===== config.mk =====
export PLATFORM = sky130hd
export DESIGN_NAME = item_location_box_parser_unit_flat
export DESIGN_NICKNAME = d
export VERILOG_FILES = /design/src/hw/rtl/ilbp_pkg.sv /design/src/hw/rtl/ilbp_in_if.sv /design/src/hw/rtl/ilbp_out_if.sv /design/src/hw/rtl/item_location_box_parser_unit.sv /design/src/hw/rtl/ilbp_parse.sv /design/src/hw/rtl/ilbp_out_reg.sv /design/src/flat_wrapper.sv
export SDC_FILE = /design/constraint.sdc
export NUM_CORES = 1
export LEC_CHECK = 0
export BUFFER_PORTS_ARGS = -buffer_cell sky130_fd_sc_hd__buf_2
export CORE_UTILIZATION = 41
export DETAILED_ROUTE_END_ITERATION = 8
export GPL_ROUTABILITY_DRIVEN = 0
export SLEW_MARGIN = 20
export SYNTH_ARGS = -nofsm -noshare
export SYNTH_HDL_FRONTEND = slang
export SYNTH_SLANG_ARGS = --single-unit

===== constraint.sdc =====
create_clock -name clk -period 31.3 [get_ports clk]
set_input_delay 7.825 -clock clk [delete_from_list [all_inputs] [get_ports clk]]
set_output_delay 7.825 -clock clk [all_outputs]
set_load 0.03 [all_outputs]

===== src/hw/rtl/ilbp_pkg.sv =====
package ilbp_pkg;

  localparam logic [7:0] MAX_VERSION = 8'd2;
  localparam logic [3:0] SZ_FOUR     = 4'd4;
  localparam logic [3:0] SZ_EIGHT    = 4'd8;
  localparam logic [3:0] LEN_FLAGS   = 4'd3;
  localparam logic [3:0] LEN_BYTE    = 4'd1;
  localparam logic [3:0] LEN_SHORT   = 4'd2;
  localparam logic [3:0] LEN_LONG    = 4'd4;

  typedef enum logic [13:0] {
    PH_IDLE   = 14'b00000000000001,
    PH_FLAGS  = 14'b00000000000010,
    PH_SIZE_A = 14'b00000000000100,
    PH_SIZE_B = 14'b00000000001000,
    PH_COUNT  = 14'b00000000010000,
    PH_ID     = 14'b00000000100000,
    PH_METHOD = 14'b00000001000000,
    PH_DREF   = 14'b00000010000000,
    PH_BASE   = 14'b00000100000000,
    PH_EXTCNT = 14'b00001000000000,
    PH_INDEX  = 14'b00010000000000,
    PH_OFFSET = 14'b00100000000000,
    PH_LENGTH = 14'b01000000000000,
    PH_DRAIN  = 14'b10000000000000
  } phase_t;

  typedef enum logic [1:0] {
    ST_OK           = 2'd0,
    ST_BAD_VERSION  = 2'd1,
    ST_ZERO_ITEMS   = 2'd2,
    ST_ZERO_EXTENTS = 2'd3
  } status_t;

  typedef struct packed {
    logic [7:0] payload_byte;
    logic       box_start;
  } beat_t;

  typedef struct packed {
    logic [31:0] item_ident;
    logic [3:0]  build_method;
    logic [15:0] data_ref;
    logic [63:0] item_base;
    logic [63:0] extent_idx;
    logic [63:0] extent_start;
    logic [63:0] extent_len;
    logic        item_done;
    logic        box_done;
    status_t     status;
  } rec_t;

  // Field byte count from a size nibble: 4 or 8, anything else reads nothing.
  function automatic logic [3:0] size_bytes(input logic [3:0] nib);
    logic [3:0] n;
    n = 4'd0;
    if (nib == SZ_FOUR) n = SZ_FOUR;
    if (nib == SZ_EIGHT) n = SZ_EIGHT;
    return n;
  endfunction

endpackage


===== src/hw/rtl/ilbp_in_if.sv =====
interface ilbp_in_if;
  logic       valid;
  logic       ready;
  logic [7:0] payload_byte;
  logic       box_start;

  modport source (output valid, output payload_byte, output box_start, input ready);
  modport sink   (input valid, input payload_byte, input box_start, output ready);
endinterface


===== src/hw/rtl/ilbp_out_if.sv =====
interface ilbp_out_if;
  logic        valid;
  logic        ready;
  logic [31:0] item_ident;
  logic [3:0]  build_method;
  logic [15:0] data_ref;
  logic [63:0] item_base;
  logic [63:0] extent_idx;
  logic [63:0] extent_start;
  logic [63:0] extent_len;
  logic        item_done;
  logic        box_done;
  logic [1:0]  status;

  modport source (
    output valid, output item_ident, output build_method, output data_ref,
    output item_base, output extent_idx, output extent_start, output extent_len,
    output item_done, output box_done, output status, input ready
  );
  modport sink (
    input valid, input item_ident, input build_method, input data_ref,
    input item_base, input extent_idx, input extent_start, input extent_len,
    input item_done, input box_done, input status, output ready
  );
endinterface


===== src/hw/rtl/item_location_box_parser_unit.sv =====
// Item location box parser. Takes the box payload one byte per beat on
// "payload", starting at the version byte flagged by box_start, and gives one
// record per extent on "extents" (item, method, data reference, base offset,
// extent index/offset/length, last-of-item and last-of-box marks). A bad
// version, zero item count or zero extent count gives a single error record
// (box_done set, status nonzero, other fields 0) and the parser then ignores
// bytes until the next box_start; box_start always restarts it. Rate: one
// byte per cycle while the extents output is not stalled, since the parse
// step for a byte is combinational ahead of the phase state register. The
// byte that completes an extent passes the input register, then the result
// register, to its record. With index, offset and length sizes all zero,
// each further extent of an item takes one extra beat whose byte is dropped.
module item_location_box_parser_unit
  import ilbp_pkg::*;
(
  input  logic clk,
  input  logic rst,
  ilbp_in_if.sink    payload,
  ilbp_out_if.source extents
);

  // input stage
  logic  in_valid;
  beat_t in_beat;
  logic  adv;
  logic  in_ready;

  logic  present;
  rec_t  rec_new;
  rec_t  rec;

  assign in_ready      = !in_valid || adv;
  assign payload.ready = in_ready;

  always_ff @(posedge clk) begin
    if (rst) begin
      in_valid <= 1'b0;
    end else if (in_ready) begin
      in_valid <= payload.valid;
    end
  end

  always_ff @(posedge clk) begin
    if (in_ready && payload.valid) begin
      in_beat.payload_byte <= payload.payload_byte;
      in_beat.box_start    <= payload.box_start;
    end
  end

  // parse step runs when a beat is held and the result slot can take output
  ilbp_parse u_parse (
    .clk     (clk),
    .rst     (rst),
    .step    (in_valid && adv),
    .beat    (in_beat),
    .present (present),
    .rec     (rec_new)
  );

  ilbp_out_reg u_out (
    .clk    (clk),
    .rst    (rst),
    .take   (extents.ready),
    .load   (in_valid && present),
    .rec_in (rec_new),
    .free   (adv),
    .valid  (extents.valid),
    .rec    (rec)
  );

  assign extents.item_ident   = rec.item_ident;
  assign extents.build_method = rec.build_method;
  assign extents.data_ref     = rec.data_ref;
  assign extents.item_base    = rec.item_base;
  assign extents.extent_idx   = rec.extent_idx;
  assign extents.extent_start = rec.extent_start;
  assign extents.extent_len   = rec.extent_len;
  assign extents.item_done    = rec.item_done;
  assign extents.box_done     = rec.box_done;
  assign extents.status       = rec.status;

endmodule


===== src/hw/rtl/ilbp_parse.sv =====
module ilbp_parse
  import ilbp_pkg::*;
(
  input  logic  clk,
  input  logic  rst,
  input  logic  step,
  input  beat_t beat,
  output logic  present,
  output rec_t  rec
);

  phase_t      phase, phase_next;
  logic [3:0]  byte_pos, byte_pos_next;
  logic [1:0]  version, version_next;
  logic [15:0] sizes, sizes_next;
  logic [31:0] items_left, items_left_next;
  logic [15:0] extents_left, extents_left_next;
  logic [31:0] cur_item, cur_item_next;
  logic [3:0]  cur_method, cur_method_next;
  logic [15:0] cur_dref, cur_dref_next;
  logic [63:0] cur_base, cur_base_next;
  logic [63:0] cur_index, cur_index_next;
  logic [63:0] cur_offset, cur_offset_next;
  logic [63:0] accum, accum_next;

  logic [63:0] accum_new;
  logic [3:0]  pos_inc;
  logic [3:0]  cur_len, short_long, base_len, idx_len, off_len, ln_len;
  logic        ext_zero;
  phase_t      ext_first;
  logic        emit, err;
  status_t     err_code;
  logic [63:0] emit_len;
  logic [15:0] ext_dec;
  logic [31:0] items_dec;
  logic        idone, bdone;

  // sizes: [15:12] offset, [11:8] length, [7:4] base, [3:0] index
  assign short_long = (version < 2'd2) ? LEN_SHORT : LEN_LONG;
  assign base_len   = size_bytes(sizes[7:4]);
  assign idx_len    = (version != 2'd0) ? size_bytes(sizes[3:0]) : 4'd0;
  assign off_len    = size_bytes(sizes[15:12]);
  assign ln_len     = size_bytes(sizes[11:8]);
  assign ext_zero   = (idx_len == 4'd0) && (off_len == 4'd0) && (ln_len == 4'd0);
  assign ext_first  = (idx_len != 4'd0) ? PH_INDEX :
                      (off_len != 4'd0) ? PH_OFFSET : PH_LENGTH;

  assign accum_new = {((byte_pos == 4'd0) ? 56'd0 : accum[55:0]), beat.payload_byte};
  assign pos_inc   = byte_pos + 4'd1;

  always_comb begin
    unique case (phase)
      PH_FLAGS:                        cur_len = LEN_FLAGS;
      PH_SIZE_A, PH_SIZE_B:            cur_len = LEN_BYTE;
      PH_COUNT, PH_ID:                 cur_len = short_long;
      PH_METHOD, PH_DREF, PH_EXTCNT:   cur_len = LEN_SHORT;
      PH_BASE:                         cur_len = base_len;
      PH_INDEX:                        cur_len = idx_len;
      PH_OFFSET:                       cur_len = off_len;
      PH_LENGTH:                       cur_len = ln_len;
      default:                         cur_len = 4'd0;
    endcase
  end

  always_comb begin
    phase_next        = phase;
    byte_pos_next     = byte_pos;
    version_next      = version;
    sizes_next        = sizes;
    items_left_next   = items_left;
    extents_left_next = extents_left;
    cur_item_next     = cur_item;
    cur_method_next   = cur_method;
    cur_dref_next     = cur_dref;
    cur_base_next     = cur_base;
    cur_index_next    = cur_index;
    cur_offset_next   = cur_offset;
    accum_next        = accum;
    emit      = 1'b0;
    emit_len  = 64'd0;
    err       = 1'b0;
    err_code  = ST_OK;
    present   = 1'b0;
    rec       = '0;
    ext_dec   = 16'd0;
    items_dec = 32'd0;
    idone     = 1'b0;
    bdone     = 1'b0;

    if (step) begin
      if (beat.box_start) begin
        byte_pos_next = 4'd0;
        if (beat.payload_byte > MAX_VERSION) begin
          err          = 1'b1;
          err_code     = ST_BAD_VERSION;
          version_next = 2'd0;
        end else begin
          version_next = beat.payload_byte[1:0];
          phase_next   = PH_FLAGS;
        end
      end else if (phase == PH_DRAIN) begin
        // empty extent: one beat per record, byte dropped
        emit = 1'b1;
      end else if (phase != PH_IDLE) begin
        byte_pos_next = pos_inc;
        accum_next    = accum_new;
        if (pos_inc == cur_len) begin
          byte_pos_next = 4'd0;
          unique case (phase)
            PH_FLAGS:  phase_next = PH_SIZE_A;
            PH_SIZE_A: begin
              sizes_next[15:8] = accum_new[7:0];
              phase_next       = PH_SIZE_B;
            end
            PH_SIZE_B: begin
              sizes_next[7:0] = accum_new[7:0];
              phase_next      = PH_COUNT;
            end
            PH_COUNT: begin
              items_left_next = accum_new[31:0];
              if (accum_new[31:0] == 32'd0) begin
                err      = 1'b1;
                err_code = ST_ZERO_ITEMS;
              end else begin
                phase_next = PH_ID;
              end
            end
            PH_ID: begin
              cur_item_next   = accum_new[31:0];
              cur_method_next = 4'd0;
              phase_next      = (version != 2'd0) ? PH_METHOD : PH_DREF;
            end
            PH_METHOD: begin
              cur_method_next = accum_new[3:0];
              phase_next      = PH_DREF;
            end
            PH_DREF: begin
              cur_dref_next = accum_new[15:0];
              cur_base_next = 64'd0;
              phase_next    = (base_len != 4'd0) ? PH_BASE : PH_EXTCNT;
            end
            PH_BASE: begin
              cur_base_next = accum_new;
              phase_next    = PH_EXTCNT;
            end
            PH_EXTCNT: begin
              extents_left_next = accum_new[15:0];
              cur_index_next    = 64'd0;
              cur_offset_next   = 64'd0;
              if (accum_new[15:0] == 16'd0) begin
                err      = 1'b1;
                err_code = ST_ZERO_EXTENTS;
              end else if (ext_zero) begin
                emit = 1'b1;
              end else begin
                phase_next = ext_first;
              end
            end
            PH_INDEX: begin
              cur_index_next = accum_new;
              if (off_len != 4'd0) phase_next = PH_OFFSET;
              else if (ln_len != 4'd0) phase_next = PH_LENGTH;
              else emit = 1'b1;
            end
            PH_OFFSET: begin
              cur_offset_next = accum_new;
              if (ln_len != 4'd0) phase_next = PH_LENGTH;
              else emit = 1'b1;
            end
            PH_LENGTH: begin
              emit     = 1'b1;
              emit_len = accum_new;
            end
            default: phase_next = PH_IDLE;
          endcase
        end
      end

      if (err) begin
        present       = 1'b1;
        rec.box_done  = 1'b1;
        rec.status    = err_code;
        phase_next    = PH_IDLE;
        byte_pos_next = 4'd0;
      end else if (emit) begin
        ext_dec   = extents_left_next - 16'd1;
        idone     = (ext_dec == 16'd0);
        items_dec = items_left_next - {31'd0, idone};
        bdone     = idone && (items_dec == 32'd0);

        present          = 1'b1;
        rec.item_ident   = cur_item_next;
        rec.build_method = cur_method_next;
        rec.data_ref     = cur_dref_next;
        rec.item_base    = cur_base_next;
        rec.extent_idx   = cur_index_next;
        rec.extent_start = cur_offset_next;
        rec.extent_len   = emit_len;
        rec.item_done    = idone;
        rec.box_done     = bdone;
        rec.status       = ST_OK;

        extents_left_next = ext_dec;
        items_left_next   = items_dec;
        byte_pos_next     = 4'd0;
        if (!idone) begin
          cur_index_next  = 64'd0;
          cur_offset_next = 64'd0;
          phase_next      = ext_zero ? PH_DRAIN : ext_first;
        end else if (!bdone) begin
          phase_next = PH_ID;
        end else begin
          phase_next = PH_IDLE;
        end
      end
    end
  end

  always_ff @(posedge clk) begin
    if (rst) begin
      phase    <= PH_IDLE;
      byte_pos <= 4'd0;
      version  <= 2'd0;
    end else begin
      phase    <= phase_next;
      byte_pos <= byte_pos_next;
      version  <= version_next;
    end
  end

  always_ff @(posedge clk) begin
    sizes        <= sizes_next;
    items_left   <= items_left_next;
    extents_left <= extents_left_next;
    cur_item     <= cur_item_next;
    cur_method   <= cur_method_next;
    cur_dref     <= cur_dref_next;
    cur_base     <= cur_base_next;
    cur_index    <= cur_index_next;
    cur_offset   <= cur_offset_next;
    accum        <= accum_next;
  end

endmodule


===== src/hw/rtl/ilbp_out_reg.sv =====
module ilbp_out_reg
  import ilbp_pkg::*;
(
  input  logic clk,
  input  logic rst,
  input  logic take,
  input  logic load,
  input  rec_t rec_in,
  output logic free,
  output logic valid,
  output rec_t rec
);

  assign free = !valid || take;

  always_ff @(posedge clk) begin
    if (rst) begin
      valid <= 1'b0;
    end else if (free) begin
      valid <= load;
    end
  end

  always_ff @(posedge clk) begin
    if (free && load) begin
      rec <= rec_in;
    end
  end

endmodule

===== src/flat_wrapper.sv =====
// flat-port wrapper written by rule: the top's interface ports become plain ports
module item_location_box_parser_unit_flat import ilbp_pkg::*;
  (clk, rst, payload_valid, payload_payload_byte, payload_box_start, payload_ready, extents_valid, extents_item_ident, extents_build_method, extents_data_ref, extents_item_base, extents_extent_idx, extents_extent_start, extents_extent_len, extents_item_done, extents_box_done, extents_status, extents_ready);
  ilbp_in_if payload_i ();
  ilbp_out_if extents_i ();
  input  logic clk;
  input  logic rst;
  input wire logic [$bits(payload_i.valid)-1:0] payload_valid;
  input wire logic [$bits(payload_i.payload_byte)-1:0] payload_payload_byte;
  input wire logic [$bits(payload_i.box_start)-1:0] payload_box_start;
  output wire logic [$bits(payload_i.ready)-1:0] payload_ready;
  output wire logic [$bits(extents_i.valid)-1:0] extents_valid;
  output wire logic [$bits(extents_i.item_ident)-1:0] extents_item_ident;
  output wire logic [$bits(extents_i.build_method)-1:0] extents_build_method;
  output wire logic [$bits(extents_i.data_ref)-1:0] extents_data_ref;
  output wire logic [$bits(extents_i.item_base)-1:0] extents_item_base;
  output wire logic [$bits(extents_i.extent_idx)-1:0] extents_extent_idx;
  output wire logic [$bits(extents_i.extent_start)-1:0] extents_extent_start;
  output wire logic [$bits(extents_i.extent_len)-1:0] extents_extent_len;
  output wire logic [$bits(extents_i.item_done)-1:0] extents_item_done;
  output wire logic [$bits(extents_i.box_done)-1:0] extents_box_done;
  output wire logic [$bits(extents_i.status)-1:0] extents_status;
  input wire logic [$bits(extents_i.ready)-1:0] extents_ready;
  assign payload_i.valid = payload_valid;
  assign payload_i.payload_byte = payload_payload_byte;
  assign payload_i.box_start = payload_box_start;
  assign payload_ready = payload_i.ready;
  assign extents_valid = extents_i.valid;
  assign extents_item_ident = extents_i.item_ident;
  assign extents_build_method = extents_i.build_method;
  assign extents_data_ref = extents_i.data_ref;
  assign extents_item_base = extents_i.item_base;
  assign extents_extent_idx = extents_i.extent_idx;
  assign extents_extent_start = extents_i.extent_start;
  assign extents_extent_len = extents_i.extent_len;
  assign extents_item_done = extents_i.item_done;
  assign extents_box_done = extents_i.box_done;
  assign extents_status = extents_i.status;
  assign extents_i.ready = extents_ready;
  item_location_box_parser_unit u_core (.clk(clk), .rst(rst), .payload(payload_i), .extents(extents_i));
endmodule

==> flow_summary.ini <==
[sta]
tightestPinTransition_ns = 1.10
setup_tns_ns = 0
period_share_pct = 51.5
hold_viol = 0
rsz0062_at_grt = false
max_freq_ghz = 0.0620
clock_skew_ns = 0.0254
timing.hold.ws_ns = 0.509
fin_crit_ns = 16.13
final-setup-viol-count = 0
slew_headroom_pct = 26.6
drv_slew = 0

[layout]
layout_common_cells = 685 x edfxtp_1, 535 x nor2_1, 326 x buf_2, 248 x nand2_1, 127 x o21ai_0
multi_input_area_um2 = 9360
drive_above_1_share_pct = 17.3
num_antenna_cells = 0
nFillCells = 6659
nets = 2949
area_growth_pct = 15.7
final_common_cell = edfxtp_1
regArea_um2 = 21000

[worst_setup_path]
path_common_cell = buf_2
cp_num_buf_inv = 2
max_stage_delay_ns = 0.20
required_ns = 23.48
setup.worst_path.class = input port to output pin
crit_arrival_ns = 8.31
cp_max_fo = 3
cp_cell_sequence = buf_2 -> nand3b_1 -> buf_2
worstSetupStartpointType = input port
worst_setup_path_end_kind = output pin
path_delay_family = buffers and inverters
crit_slowest_cell = buf_2

[floorplanning]
die_y_um = 278
dieArea_um2 = 77500
core_um2 = 74900
row_count = 100
io_pins = 327
die_x_um = 278
initial_core_util_pct = 41.8

[placed_design]
hpwlAfterDp_mm = 55.0
port_buffers = 326

[global_route]
antenna_found_initial = 1
grt_overflow = 0
grt_max_degree = 169
grt_pass1_wl_mm = 134
grt_usage_pct = 22.7
grt_pass1_vias = 21300

[yosys]
synth_fp_nets = 2684
yosys_warnings = 0
ys_seq_elements = 707
synth_top_area_share_pct = 65.7
postSynth.asyncResetShare_pct = 0
syn_avg_cell_area_um2 = 11.7
synth_area_leader_cell = edfxtp_1
yosys-top-cells-area = edfxtp_1 66%, nor2_1 6.4%, nand2_1 3.0%, a31oi_1 2.3%, nor2b_1 2.1%
synth-edff-count = 685
synth_cells = 2665
ys_types = 77
synth_ff_type = edfxtp_1
netlist_area_um2 = 31300
ys_seq_area_share_pct = 67.1

[hold_path]
hold_path.class = flip-flop to flip-flop

[clock_network]
cts_buffer_depth = 3
post_cts_resized = 0
root_buffer = clkbuf_16
clk_pin_slew_worst_paths_ns = 0.05
cts_tree = built
cts_sinks = 707
cts_hold_buffers = 0
cts_max_level = 3
clock_latency_ns = 0.63
numCtsBuffers = 77
postCtsSetupBuffers = 0

[route]
viasPerCell = 5.61
via_count = 22200
wl_mm = 89.4
dr.pass1.iters = 5
ant_nets = 0
drcViolationCount = 0
post_drt_wl_per_cell_um = 22.6
drt_iter0_drc = 2491

[power_and_ir_drop]
p_per_area_nw_per_um2 = 55.3
finalPower_w = 0.00200
peakVddDrop_uv = 33.4
leakage_nw = 13.7

[run_status]
status = finished, final reports clean

[flow_run]
cap_violations = 0
through the flow:
step / cells / setup WS, ns / instance area, um^2 / util [%]
final: 3957 / 15.17 / 36200 / 48.3
after detailed placement: 3820 / 15.18 / 33700 / 44.9
after floorplan: 2665 / 7.49 / 31300 / -
after CTS: 3957 / 15.18 / 36200 / 48.3
after global placement: 3820 / 15.15 / 33700 / 44.9
after global routing: 3957 / 15.15 / 36200 / 48.3
state kept, by name, summed over array words and instances (netlist names), 14 cells and up:
| signal | count |
|---|---|
| u_core.u_parse.cur_base | 64 |
| u_core.u_parse.cur_offset | 64 |
| u_core.u_out.rec | 312 |
| u_core.u_parse.extents_left | 16 |
| u_core.u_parse.accum | 56 |
| u_core.u_parse.sizes | 16 |
| u_core.u_parse.cur_item | 32 |
| u_core.u_parse.items_left | 32 |
| u_core.u_parse.cur_index | 64 |
| u_core.u_parse.phase | 14 |
| u_core.u_parse.cur_dref | 16 |
worst reg2reg max path, stage by stage (launching register included):
cell and delay [ns]:
dfxtp_1 0.40, or4_1 0.62, nor2_1 0.58, o21ai_0 0.44
xnor2_1 0.44, nand3_2 0.63, mux2i_1 0.53, ha_1 0.47
inv_1 0.18, mux4_2 0.35, nor3_1 0.20, o2111ai_2 0.35
inv_1 0.15, ha_1 0.25, ha_1 0.37, nor3b_1 0.37
o211ai_1 0.25, nor4_1 0.73, nand3_1 0.22, xnor2_1 0.17
a21oi_1 0.16, mux2i_1 0.12, a2111oi_2 0.30, nand4b_1 0.18
a211oi_2 0.37, nand4_1 0.24, a21oi_1 0.31
logic make-up (layout without fill, tap and decap cells):
kind of cell,Yosys count,count (layout),share of synthesized area (%)
compound gates,386,386,7.35
buf+inv,228,551,3.14
simple gates,1176,1176,17.2
fa+ha+maj,6,6,0.240
flops,707,707,67.1
xor+xnor,102,102,2.88
mux,60,60,2.02
power breakdown:
| group | switching, W | total (W) | internal, W | leakage [nW] |
|---|---|---|---|---|
| Combinational | 0.0000374 | 0.0000435 | 0.00000608 | 6.23 |
| Sequential | 0.00000320 | 0.00104 | 0.00104 | 6.22 |
| Clock | 0.000382 | 0.000918 | 0.000536 | 1.23 |
final timing paths:
| path | start | to | slack, ns | cells after the start |
|---|---|---|---|---|
| worst min-delay path | u_core.u_parse.version[0]$_SDFFE_PP0P_ | u_core.u_parse.version[0]$_SDFFE_PP0P_ | 0.51 | 2 |
| worst max-delay path | extents_ready | payload_ready | 15.17 | 3 |
| worst min register to register | u_core.u_parse.version[0]$_SDFFE_PP0P_ | u_core.u_parse.version[0]$_SDFFE_PP0P_ | 0.51 | 2 |
| worst max register to register | u_core.u_parse.phase[5]$_SDFFE_PP0P_ | u_core.u_out.rec[2]$_SDFFCE_PN0P_ | 21.71 | 26 |
area by class of cell:
cell class / instances / share of cell area, %
inverter: 59 / 0.653
timing repair buffer: 355 / 5.14
clock buffer: 90 / 5.54
clock inverter: 47 / 1.43
multi-input combinational: 1730 / 25.9
tap: 969 / 3.35
sequential: 707 / 58.0
cells in the mapped netlist (6+ instances only):
master / n
nand3_1: 41
nand3b_1: 11
nor2_1: 536
and3_1: 40
or4_1: 13
mux2_2: 13
nor2b_1: 107
xor2_1: 45
buf_1: 18
dfxtp_1: 22
or3_1: 13
o21ai_0: 127
nor3_1: 51
and2_1: 15
nand2_1: 252
a31oi_1: 113
inv_1: 58
a21oi_1: 83
nand2b_1: 10
buf_6: 15
or2_2: 11
buf_2: 8
nand4b_1: 9
ha_1: 6
nor4_1: 29
a22o_1: 14
edfxtp_1: 685
clkbuf_1: 127
mux2i_1: 44
nand4_1: 15
xnor2_1: 56
per-layer routing:
metal,GRT usage [%],up-vias,part of all wire (%),wire (um)
li1,-,10100,-,-
met1,31.8,11000,43,38200
met2,35.9,987,47,41900
met3,3.88,145,7.8,6970
met4,7.51,0,2.6,2340
met5,0,-,0,0
Note: power is estimated with default switching activity, not from simulation.
